`src/rtl/rmcd_pkg.sv`:
```
package rmcd_pkg;

  localparam int SpanWidth  = 16;
  localparam int CfgWidth   = 16;
  localparam int FrameWidth = 64;
  localparam int CardWidth  = 24;
  localparam int InDataWidth  = 24;
  localparam int OutDataWidth = 24;

  localparam logic [CfgWidth-1:0] ShortMinReset = 16'd96;
  localparam logic [CfgWidth-1:0] ShortMaxReset = 16'd224;
  localparam logic [CfgWidth-1:0] LongMinReset  = 16'd256;
  localparam logic [CfgWidth-1:0] LongMaxReset  = 16'd384;

  localparam logic [10:0] Preamble = 11'h3FE;
  localparam logic [5:0]  BadTagA  = 6'd26;
  localparam logic [5:0]  BadTagB  = 6'd32;

  typedef enum logic [1:0] {
    CFG_SHORT_MIN = 2'd0,
    CFG_SHORT_MAX = 2'd1,
    CFG_LONG_MIN  = 2'd2,
    CFG_LONG_MAX  = 2'd3
  } cfg_index_t;

  typedef enum logic [1:0] {
    PHASE_START1 = 2'd0,
    PHASE_MID1   = 2'd1,
    PHASE_MID0   = 2'd2,
    PHASE_START0 = 2'd3
  } phase_t;

  typedef enum logic [1:0] {
    EV_SHORT_LOW  = 2'd0,
    EV_SHORT_HIGH = 2'd1,
    EV_LONG_LOW   = 2'd2,
    EV_LONG_HIGH  = 2'd3
  } event_t;

  typedef enum logic {
    CMD_FEED    = 1'b0,
    CMD_RESTART = 1'b1
  } cmd_t;

  typedef struct packed {
    logic   classed;
    event_t kind;
  } edge_class_t;

  typedef struct packed {
    logic valid;
    logic value;
  } bit_out_t;

  // standard manchester transition table
  function automatic phase_t phase_next(input phase_t cur, input event_t ev);
    phase_t nxt;
    nxt = PHASE_MID1;
    case (cur)
      PHASE_START1: begin
        case (ev)
          EV_SHORT_LOW: nxt = PHASE_MID1;
          default:      nxt = PHASE_START1;
        endcase
      end
      PHASE_MID1: begin
        case (ev)
          EV_SHORT_LOW:  nxt = PHASE_MID1;
          EV_SHORT_HIGH: nxt = PHASE_START1;
          EV_LONG_LOW:   nxt = PHASE_MID1;
          default:       nxt = PHASE_MID0;
        endcase
      end
      PHASE_MID0: begin
        case (ev)
          EV_SHORT_LOW:  nxt = PHASE_START0;
          EV_SHORT_HIGH: nxt = PHASE_MID0;
          EV_LONG_LOW:   nxt = PHASE_MID1;
          default:       nxt = PHASE_MID0;
        endcase
      end
      default: begin
        case (ev)
          EV_SHORT_HIGH: nxt = PHASE_MID0;
          default:       nxt = PHASE_START0;
        endcase
      end
    endcase
    return nxt;
  endfunction

endpackage

```
`src/rtl/rmcd_classify.sv`:
```
module rmcd_classify (
  input  logic                          level,
  input  logic [rmcd_pkg::SpanWidth-1:0] span_us,
  input  logic [rmcd_pkg::CfgWidth-1:0]  short_min,
  input  logic [rmcd_pkg::CfgWidth-1:0]  short_max,
  input  logic [rmcd_pkg::CfgWidth-1:0]  long_min,
  input  logic [rmcd_pkg::CfgWidth-1:0]  long_max,
  output rmcd_pkg::edge_class_t          edge_class
);

  logic is_short;
  logic is_long;

  assign is_short = (span_us > short_min) && (span_us < short_max);
  assign is_long  = (span_us > long_min) && (span_us < long_max);

  // short window wins where the two overlap
  always_comb begin
    edge_class.classed = is_short || is_long;
    if (is_short) begin
      edge_class.kind = level ? rmcd_pkg::EV_SHORT_LOW : rmcd_pkg::EV_SHORT_HIGH;
    end else begin
      edge_class.kind = level ? rmcd_pkg::EV_LONG_LOW : rmcd_pkg::EV_LONG_HIGH;
    end
  end

endmodule

```
`src/rtl/rmcd_manchester.sv`:
```
module rmcd_manchester (
  input  logic                  clk,
  input  logic                  rst,
  input  logic                  step,
  input  logic                  restart,
  input  rmcd_pkg::edge_class_t edge_class,
  output rmcd_pkg::bit_out_t    bit_out
);

  rmcd_pkg::phase_t phase;
  rmcd_pkg::phase_t phase_next;
  rmcd_pkg::phase_t table_next;

  always_comb begin
    table_next = rmcd_pkg::phase_next(phase, edge_class.kind);
    phase_next = phase;
    bit_out    = '0;
    if (restart) begin
      phase_next = rmcd_pkg::PHASE_MID1;
    end else if (edge_class.classed) begin
      if (table_next == phase) begin
        // illegal event, resync on mid-one
        phase_next = rmcd_pkg::PHASE_MID1;
      end else begin
        phase_next = table_next;
        if (table_next == rmcd_pkg::PHASE_MID1) begin
          bit_out.valid = 1'b1;
          bit_out.value = 1'b1;
        end else if (table_next == rmcd_pkg::PHASE_MID0) begin
          bit_out.valid = 1'b1;
          bit_out.value = 1'b0;
        end
      end
    end
  end

  always_ff @(posedge clk) begin
    if (rst) begin
      phase <= rmcd_pkg::PHASE_MID1;
    end else if (step) begin
      phase <= phase_next;
    end
  end

endmodule

```
`src/rtl/rmcd_frame.sv`:
```
module rmcd_frame (
  input  logic                           clk,
  input  logic                           rst,
  input  logic                           step,
  input  logic                           restart,
  input  rmcd_pkg::bit_out_t             bit_in,
  output logic                           found,
  output logic [rmcd_pkg::CardWidth-1:0] card_next
);

  logic [rmcd_pkg::FrameWidth-1:0] frame_bits;
  logic [rmcd_pkg::FrameWidth-1:0] frame_next;
  logic [rmcd_pkg::CardWidth-1:0]  card_value;
  logic [5:0]                      tag;
  logic                            valid_frame;

  always_comb begin
    frame_next = frame_bits;
    if (restart) begin
      frame_next = '0;
    end else if (bit_in.valid) begin
      frame_next = {frame_bits[rmcd_pkg::FrameWidth-2:0], bit_in.value};
    end
  end

  // oldest bit sits at the top of the word
  assign tag         = frame_next[50:45];
  assign valid_frame = (frame_next[63:53] == rmcd_pkg::Preamble) &&
                       (tag != rmcd_pkg::BadTagA) && (tag != rmcd_pkg::BadTagB);
  assign found       = !restart && bit_in.valid && valid_frame;
  assign card_next   = found ? {frame_next[25:18], frame_next[16:9], frame_next[7:0]}
                             : card_value;

  always_ff @(posedge clk) begin
    if (rst) begin
      frame_bits <= '0;
      card_value <= '0;
    end else if (step) begin
      frame_bits <= frame_next;
      card_value <= card_next;
    end
  end

endmodule

```
`src/rtl/rfid_manchester_card_decoder_unit.sv`:
```
// an input transfer lands in the input register, its result in the output register when
// the working stage advances; throughput: one edge per cycle unless the output stalls;
// the phase, frame and card update all close in the same cycle, and the input register
// advances whenever it is empty or the output register is empty or being taken
// reset (rst, synchronous, active high) clears both valid flags, sets the decoder to
// mid-one, clears the frame and the card number and loads the default window bounds
module rfid_manchester_card_decoder_unit (
  input  logic                              clk,
  input  logic                              rst,
  // configuration writes
  input  logic                              cfg_we,
  input  logic [1:0]                        cfg_index,
  input  logic [rmcd_pkg::CfgWidth-1:0]     cfg_data,
  // edge stream in
  input  logic                              s_tvalid,
  output logic                              s_tready,
  input  logic [rmcd_pkg::InDataWidth-1:0]  s_tdata,   // level [0], span_us [16:1], zero pad
  input  logic                              s_tuser,   // cmd [0]
  // result stream out
  output logic                              m_tvalid,
  input  logic                              m_tready,
  output logic [rmcd_pkg::OutDataWidth-1:0] m_tdata,   // card_number [23:0]
  output logic                              m_tuser    // found [0]
);

  // window bounds
  logic [rmcd_pkg::CfgWidth-1:0] short_min;
  logic [rmcd_pkg::CfgWidth-1:0] short_max;
  logic [rmcd_pkg::CfgWidth-1:0] long_min;
  logic [rmcd_pkg::CfgWidth-1:0] long_max;

  always_ff @(posedge clk) begin
    if (rst) begin
      short_min <= rmcd_pkg::ShortMinReset;
      short_max <= rmcd_pkg::ShortMaxReset;
      long_min  <= rmcd_pkg::LongMinReset;
      long_max  <= rmcd_pkg::LongMaxReset;
    end else if (cfg_we) begin
      case (rmcd_pkg::cfg_index_t'(cfg_index))
        rmcd_pkg::CFG_SHORT_MIN: short_min <= cfg_data;
        rmcd_pkg::CFG_SHORT_MAX: short_max <= cfg_data;
        rmcd_pkg::CFG_LONG_MIN:  long_min  <= cfg_data;
        rmcd_pkg::CFG_LONG_MAX:  long_max  <= cfg_data;
        default: ;
      endcase
    end
  end

  // input register
  logic                           in_valid;
  logic                           in_cmd;
  logic                           in_level;
  logic [rmcd_pkg::SpanWidth-1:0] in_span;
  logic                           advance;
  logic                           step;

  // the working stage moves on when the output register is free or being drained
  assign advance  = !m_tvalid || m_tready;
  assign s_tready = !in_valid || advance;
  assign step     = in_valid && advance;

  always_ff @(posedge clk) begin
    if (rst) begin
      in_valid <= 1'b0;
    end else if (s_tready) begin
      in_valid <= s_tvalid;
    end
  end

  always_ff @(posedge clk) begin
    if (s_tvalid && s_tready) begin
      in_cmd   <= s_tuser;
      in_level <= s_tdata[0];
      in_span  <= s_tdata[rmcd_pkg::SpanWidth:1];
    end
  end

  // working stage: classify, decode, shift and check
  rmcd_pkg::edge_class_t          edge_class;
  rmcd_pkg::bit_out_t             bit_out;
  logic                           restart;
  logic                           found;
  logic [rmcd_pkg::CardWidth-1:0] card_next;

  assign restart = (rmcd_pkg::cmd_t'(in_cmd) == rmcd_pkg::CMD_RESTART);

  rmcd_classify u_classify (
    .level      (in_level),
    .span_us    (in_span),
    .short_min  (short_min),
    .short_max  (short_max),
    .long_min   (long_min),
    .long_max   (long_max),
    .edge_class (edge_class)
  );

  rmcd_manchester u_manchester (
    .clk        (clk),
    .rst        (rst),
    .step       (step),
    .restart    (restart),
    .edge_class (edge_class),
    .bit_out    (bit_out)
  );

  rmcd_frame u_frame (
    .clk       (clk),
    .rst       (rst),
    .step      (step),
    .restart   (restart),
    .bit_in    (bit_out),
    .found     (found),
    .card_next (card_next)
  );

  // output register, one result per edge
  always_ff @(posedge clk) begin
    if (rst) begin
      m_tvalid <= 1'b0;
    end else if (advance) begin
      m_tvalid <= in_valid;
    end
  end

  always_ff @(posedge clk) begin
    if (step) begin
      m_tuser <= found;
      m_tdata <= card_next;
    end
  end

endmodule

```
`config.mk`:
```
export PLATFORM = sky130hd
export DESIGN_NAME = rfid_manchester_card_decoder_unit
export DESIGN_NICKNAME = d
export VERILOG_FILES = /design/src/rtl/rmcd_pkg.sv /design/src/rtl/rmcd_classify.sv /design/src/rtl/rmcd_manchester.sv /design/src/rtl/rmcd_frame.sv /design/src/rtl/rfid_manchester_card_decoder_unit.sv
export SDC_FILE = /design/constraint.sdc
export NUM_CORES = 1
export LEC_CHECK = 0
export ABC_AREA = 1
export BUFFER_PORTS_ARGS = -buffer_cell sky130_fd_sc_hd__buf_2
export CORE_AREA = 5 5 165 167
export CTS_BUF_LIST = sky130_fd_sc_hd__clkbuf_8
export CTS_CLUSTER_DIAMETER = 60
export DETAILED_ROUTE_END_ITERATION = 7
export DIE_AREA = 0 0 170 172
export GPL_ROUTABILITY_DRIVEN = 0
export SETUP_SLACK_MARGIN = 0.3
export SLEW_MARGIN = 20
export SYNTH_ARGS = -nofsm -noshare
export SYNTH_HDL_FRONTEND = slang
export SYNTH_HIERARCHICAL = 1
export SYNTH_SLANG_ARGS = --single-unit
```
`constraint.sdc`:
```
create_clock -name clk -period 5.5 [get_ports clk]
set_clock_uncertainty 0.1 [all_clocks]
set_input_delay 0.275 -clock clk [delete_from_list [all_inputs] [get_ports clk]]
set_output_delay 0.275 -clock clk [all_outputs]
set_load 0.005 [all_outputs]
```
==> impl_metrics.py, run 1 <==
metrics = {
    "grt": {
        "track_usage_pct": 15.7,
        "use_met1_pct": 21.9,
        "grt_most_used_layer": "met2",
        "grt_pass1_wl_microns": 37700,
        "grt_max_degree": 66,
        "first_global_vias": 7900,
        "global_route.usage.met3_pct": 2.42,
        "grt_util_met2_pct": 25.5,
        "antenna_found_initial": 0,
        "gr-total-overflow": 0,
    },
    "drt": {
        "wl_per_cell_microns": 12.4,
        "first_iter_violations": 546,
        "first_pass_iters": 5,
        "vias": 8616,
        "drtAntennaViolNets": 0,
        "drc": 0,
        "detail_route.vias_per_cell": 4.71,
        "wl_microns": 22600,
    },
    "logic_synthesis": {
        "synth_most_common_cell": "nand2_1",
        "synthCells": 1414,
        "netlist.area_leader.share_pct": 30.7,
        "synth_common_cells": "426 x nand2_1, 191 x inv_1, 178 x nor2_1, 155 x dfxtp_1, 112 x a21oi_1",
        "ys.warnings.count": 6,
        "yosys.area.top_type": "dfxtp_1",
        "syn_area_sq_mm": 0.0101,
        "synth_area_per_cell_sq_um": 7.15,
        "syn_nets": 1525,
        "synth-seq-area-share_pct": 43.5,
        "synth-seq-cells": 198,
        "synth_edf_count": 43,
        "ys.flop_type": "dfxtp_1",
        "async_flop_share_pct": 0,
        "ys_top_cells_by_area": "dfxtp_1 31%, nand2_1 16%, edfxtp_1 13%",
        "synth.distinct_cells": 33,
    },
    "power_and_ir_drop": {
        "p_int_mw": 2.02,
        "leakage_nw": 5.23,
        "pwr-share-comb_pct": 12.9,
        "power_switching_share_pct": 29.4,
        "peakVddDrop_uv": 119,
        "switchingPower_mw": 0.839,
        "pwr-share-seq_pct": 55.3,
        "clkPwrFrac_pct": 31.8,
        "powerDensity_mw_per_mm2": 252,
    },
    "layout": {
        "diodes": 0,
        "seqCellArea_sq_mm": 0.00439,
        "syn_to_final_growth_pct": 12.3,
        "drive_above_1_share_pct": 10.1,
        "fin_nets": 1591,
        "multi_input_area_sq_mm": 0.00466,
        "fin_util_pct": 44.3,
        "n_fill_cell": 2593,
    },
    "clocking": {
        "clock_latency_ns": 0.47,
        "cts.clk_slew.worst_paths_ns": 0.11,
        "cts_root_buffer": "clkbuf_8",
        "cts.sinks": 198,
        "cts_made_buffers": 17,
        "cts_buffer_depth": 2,
        "cts_tree": "done",
        "cts-htree-levels": 4,
        "cts_setup_buffers": 0,
    },
    "timing": {
        "fin_crit_sh_pct": 83.7,
        "max_freq_ghz": 0.217,
        "setup_viol": 0,
        "slew_viol_final": 0,
        "slew_headroom_pct": 37.7,
        "layout_min_cycle_time_ns": 4.60,
        "hold_violations": 0,
        "grt_setup_unrepaired": "false",
        "fin_setup_tns_ns": 0,
        "tightest_slew_ns": 0.933,
    },
    "outcome": {
        "status": "completed",
    },
    "critical_path": {
        "critPathRequiredTime_ns": 5.62,
        "worstPathMaxFanout": 25,
        "cp-end-kind": "flop",
        "crit_arrival_ns": 4.72,
        "start_kind": "flop",
        "crit_type": "reg2reg",
    },
    "min_path": {
        "worst_hold_path_type": "in2reg",
    },
    "flow_run": {
        "max_cap_viol_count": 0,
    },
    "place": {
        "hpwl_microns": 14600,
        "port_buffers": 67,
    },
    "die": {
        "die_w_microns": 170,
        "ios": 75,
        "core_area_sq_mm": 0.0256,
        "start_util_pct": 39.5,
        "die_area_sq_mm": 0.0292,
        "chipHeight_microns": 172,
        "num_rows": 59,
    },
}
## per-stage QoR
step	setup slack [ns]	hold WS, ns	std cells	total power [mW]	area (sq um)
after detailed placement	0.885	0.350	1761	1.96	10600
after global routing	0.472	0.0193	1828	3.02	11300
after floorplan	2.10	0.244	1414	1.86	10100
final	0.896	0.0359	1828	2.86	11300
after CTS	0.861	0.00117	1828	2.90	11300
after global placement	0.900	0.345	1761	1.95	10600
## path summary, 6_finish.rpt
path	start	end	slack, ns	cells past startpoint
max	in_span[5]	m_tdata[22]	0.90	22
min	cfg_data[10]	long_min[10]	0.04	3
max reg2reg	in_span[5]	m_tdata[22]	0.90	22
min reg2reg	u_frame/frame_bits[30]	u_frame/frame_bits[31]	0.37	2
## timing repair
| action | 4_1_cts | 5_1_grt |
|---|---|---|
| hold endpoints to repair | 62 | 0 |
| hold buffers | 35 | 0 |
| resized for setup | 0 | 0 |
## power by group through the flow
stage / Combinational, mW / Sequential (mW) / Clock (mW)
after detailed placement: 0.351 / 1.61 / 0
after global placement: 0.343 / 1.61 / 0
after floorplan: 0.259 / 1.60 / 0
after CTS: 0.372 / 1.58 / 0.949
after global routing: 0.429 / 1.59 / 1.01
final: 0.369 / 1.58 / 0.908
## per-layer routing
| layer | vias up | wire [microns] |
|---|---|---|
| met1 | 3935 | 11400 |
| met2 | 130 | 10200 |
| li1 | 4534 | - |
| met5 | - | 0 |
| met3 | 17 | 752 |
| met4 | 0 | 278 |
## cells in the final DEF (no fill, tap or decap), types with 2 or more instances in the layout
cell	netlist	final
nand3_2	2	3
clkinv_1	3	5
nor2_4	3	4
nand4_1	4	4
o22ai_1	14	14
o21ai_0	12	12
inv_6	0	6
inv_1	191	191
inv_2	5	4
nand2_1	426	426
dlygate4sd3_1	0	35
inv_4	1	2
buf_4	5	9
buf_2	24	67
nor2_1	178	177
nand2_2	24	24
a21oi_1	112	111
ha_1	63	63
dfxtp_1	155	155
nor2_2	3	3
o21a_1	5	5
nand3_1	94	93
a22oi_1	4	4
edfxtp_1	43	43
inv_8	0	4
clkbuf_8	0	17
## sequential cells by signal (all words and copies together) (netlist names), 2 cells and up
signal              count
m_tdata                24
u_frame/frame_bits     63
long_max               16
short_max              16
in_span                16
u_frame/card_value     24
long_min               16
u_manchester/phase      2
short_min              16
## cell type report
cell class,instances,area share [%]
repair buffers,111,6.64
flip-flops and latches,198,38.7
multi-input cells,952,41.0
inverters,200,6.66
clock buffers,17,2.06
well taps,335,3.69
clock inverters,15,1.19
## critical path: stages, from the launching register on
cell	delay, ns
edfxtp_1	0.50
ha_1	0.34
a21oi_1	0.15
nor2_1	0.08
nor3_4	0.11
nand2_1	0.12
nand2_1	0.09
nand3_2	0.14
nand2_1	0.13
a21oi_1	0.07
a21oi_1	0.13
ha_1	0.24
nor2_1	0.22
buf_4	0.26
nor2_4	0.12
nand2_1	0.11
nand2_1	0.06
nand3_1	0.08
nor2_1	0.07
nor2_4	0.53
nand2_4	0.43
nand2_1	0.19
nand2_1	0.09
## cells by family after synthesis
kind of cell / synth area share (%)
simple gates: 30.2
buf+inv: 10.7
flops: 43.5
compound gates: 7.80
fa+ha+maj: 7.80
(Power assumes the default switching activity.)
==> inputs of run 2 (changes only) <==
==> constraint.sdc (replaced) <==
create_clock -name clk -period 4.5 [get_ports clk]
set_clock_uncertainty 0.1 [all_clocks]
set_input_delay 0.225 -clock clk [delete_from_list [all_inputs] [get_ports clk]]
set_output_delay 0.225 -clock clk [all_outputs]
set_load 0.005 [all_outputs]
==> impl_metrics.py, run 2 (synthesized netlist as in run 1, its figures left out) <==
metrics = {
    "outcome": {
        "status": "completed",
    },
    "drt": {
        "first_iter_violations": 570,
        "drc": 0,
        "drtAntennaViolNets": 0,
        "wl_per_cell_microns": 12.5,
        "first_pass_iters": 6,
        "detail_route.vias_per_cell": 4.65,
        "wl_microns": 23300,
        "vias": 8640,
    },
    "layout": {
        "drive_above_1_share_pct": 12.1,
        "final_common_cell": "nand2_1",
        "n_fill_cell": 2553,
        "largest_reg_flops": 63,
        "fin_util_pct": 46.2,
        "multi_input_area_sq_mm": 0.00476,
        "seqCellArea_sq_mm": 0.00439,
        "syn_to_final_growth_pct": 17.0,
        "diodes": 0,
        "largest_register": "u_frame/frame_bits",
        "final_cell_mix": "426 x nand2_1, 194 x inv_1, 175 x nor2_1",
        "stdcell_count": 1860,
        "largestRegisters": "u_frame/frame_bits (63), m_tdata (24), u_frame/card_value (24)",
        "fin_nets": 1623,
    },
    "die": {
        "num_rows": 59,
        "die_area_sq_mm": 0.0292,
        "die_w_microns": 170,
        "core_area_sq_mm": 0.0256,
        "chipHeight_microns": 172,
        "ios": 75,
        "start_util_pct": 39.5,
    },
    "min_path": {
        "whs_path_depth": 4,
        "hp-start": "cfg_index[0]",
        "worst_hold_path_type": "in2reg",
        "hold_path_end": "long_min[8]",
    },
    "critical_path": {
        "rr_worst_depth": 22,
        "critical-path-top-delay-family": "simple AND/OR/NAND/NOR gates",
        "worstPathMaxFanout": 13,
        "reg2reg_to": "u_frame/card_value[6]",
        "slowest_stage": "edfxtp_1",
        "critPathRequiredTime_ns": 4.82,
        "crit_arrival_ns": 4.22,
        "cp-end-kind": "flop",
        "start_kind": "flop",
        "r2r_slack_ns": 0.61,
        "slowest_delay_ns": 0.52,
        "r2r-start": "in_span[15]",
        "crit_path_cell_trace": "ha_1 -> a21oi_1 -> o21a_1 -> nand2_1 -> nor2_2 -> nand3_4 -> nand2_1 -> a21oi_1 -> a21oi_1 -> ha_1 -> nor2_1 -> buf_6 -> inv_4 -> nor2_4 -> buf_4 -> clkinv_2 -> buf_4 -> o21ai_0 -> nand3_1 -> nand3_1 -> nand2_1 -> inv_1",
        "worst-path-buf-inv": 6,
        "crit_type": "reg2reg",
        "cp.depth": 22,
    },
    "grt": {
        "grt_max_degree": 76,
        "first_global_vias": 7824,
        "grt_pass1_wl_microns": 38000,
        "track_usage_pct": 15.8,
        "antenna_found_initial": 0,
        "gr-total-overflow": 0,
    },
    "timing": {
        "tightest_slew_ns": 0.898,
        "hold_violations": 0,
        "setup_viol": 0,
        "grt_setup_unrepaired": "false",
        "max_freq_ghz": 0.257,
        "layout_min_cycle_time_ns": 3.89,
        "slew_viol_final": 0,
        "fin_setup_tns_ns": 0,
        "fin_crit_sh_pct": 86.5,
        "slew_headroom_pct": 40.1,
    },
    "clocking": {
        "cts_made_buffers": 17,
        "clock_latency_ns": 0.47,
        "cts.clk_slew.worst_paths_ns": 0.10,
        "cts_root_buffer": "clkbuf_8",
        "cts-htree-levels": 4,
        "cts.sinks": 198,
        "cts_tree": "done",
        "cts_buffer_depth": 2,
    },
    "place": {
        "hpwl_microns": 14900,
        "port_buffers": 67,
        "dp_cells": 1768,
    },
    "flow_run": {
        "max_cap_viol_count": 0,
    },
    "power_and_ir_drop": {
        "leakage_nw": 5.44,
        "peakVddDrop_uv": 139,
        "powerDensity_mw_per_mm2": 313,
    },
}
## run 2: final cells by class
class                      count  area share [%]
multi-input combinational    956            40.2
sequential                   198            37.1
timing repair buffer         139            8.83
inverter                     200            6.38
tap                          335            3.54
clock buffer                  18            2.09
clock inverter                14            1.76
## run 2: power breakdown
part,internal (mW),total [mW],switching [mW]
logic,0.185,0.471,0.287
registers,1.89,1.93,0.0436
clock network,0.674,1.30,0.626
total,2.74,3.70,0.957
## run 2: worst max path at each step
stage                              to  slack, ns   startpoint
4_1_cts        u_frame/card_value[20]       0.36   in_span[5]
3_5_place_dp   u_frame/card_value[20]       0.14   in_span[5]
3_3_place_gp              m_tdata[19]       0.19   in_span[7]
2_1_floorplan             m_tdata[10]       1.10  in_span[15]
6_report        u_frame/card_value[6]       0.61  in_span[15]
5_1_grt         u_frame/card_value[2]       0.30   in_span[7]
## run 2: worst min-delay path: cells and delay by family
family                 cells  cell delay [ns]
buffers and inverters      2             0.20
and+or+nand+nor            2             0.15
## run 2: per-stage QoR
step,hold slack [ns],setup slack [ns],power [mW],instance area [sq um]
6_report,0.0548,0.608,3.70,11800
3_3_place_gp,0.304,0.186,2.39,10700
2_1_floorplan,0.194,1.10,2.28,10100
5_1_grt,0.0545,0.296,3.90,11800
3_5_place_dp,0.303,0.139,2.40,10700
4_1_cts,0.0194,0.356,3.73,11500
## run 2: routing by layer
layer  track usage (%)  part of all wire (%)  vias up
li1                  -                     -     4596
met3              2.90                   3.7       12
met1              22.5                    51     3891
met5                 0                     0        -
met2              24.9                    45      141
met4              4.13                  0.79        0
## run 2: repair_timing
item / 4_1_cts / 5_1_grt
buffers inserted: 1 / 16
cloned: 1 / 4
hold buffers: 38 / 0
hold endpoints to repair: 71 / 0
pin swaps: 2 / 4
setup endpoints to repair: 48 / 76
gates resized for setup: 2 / 16
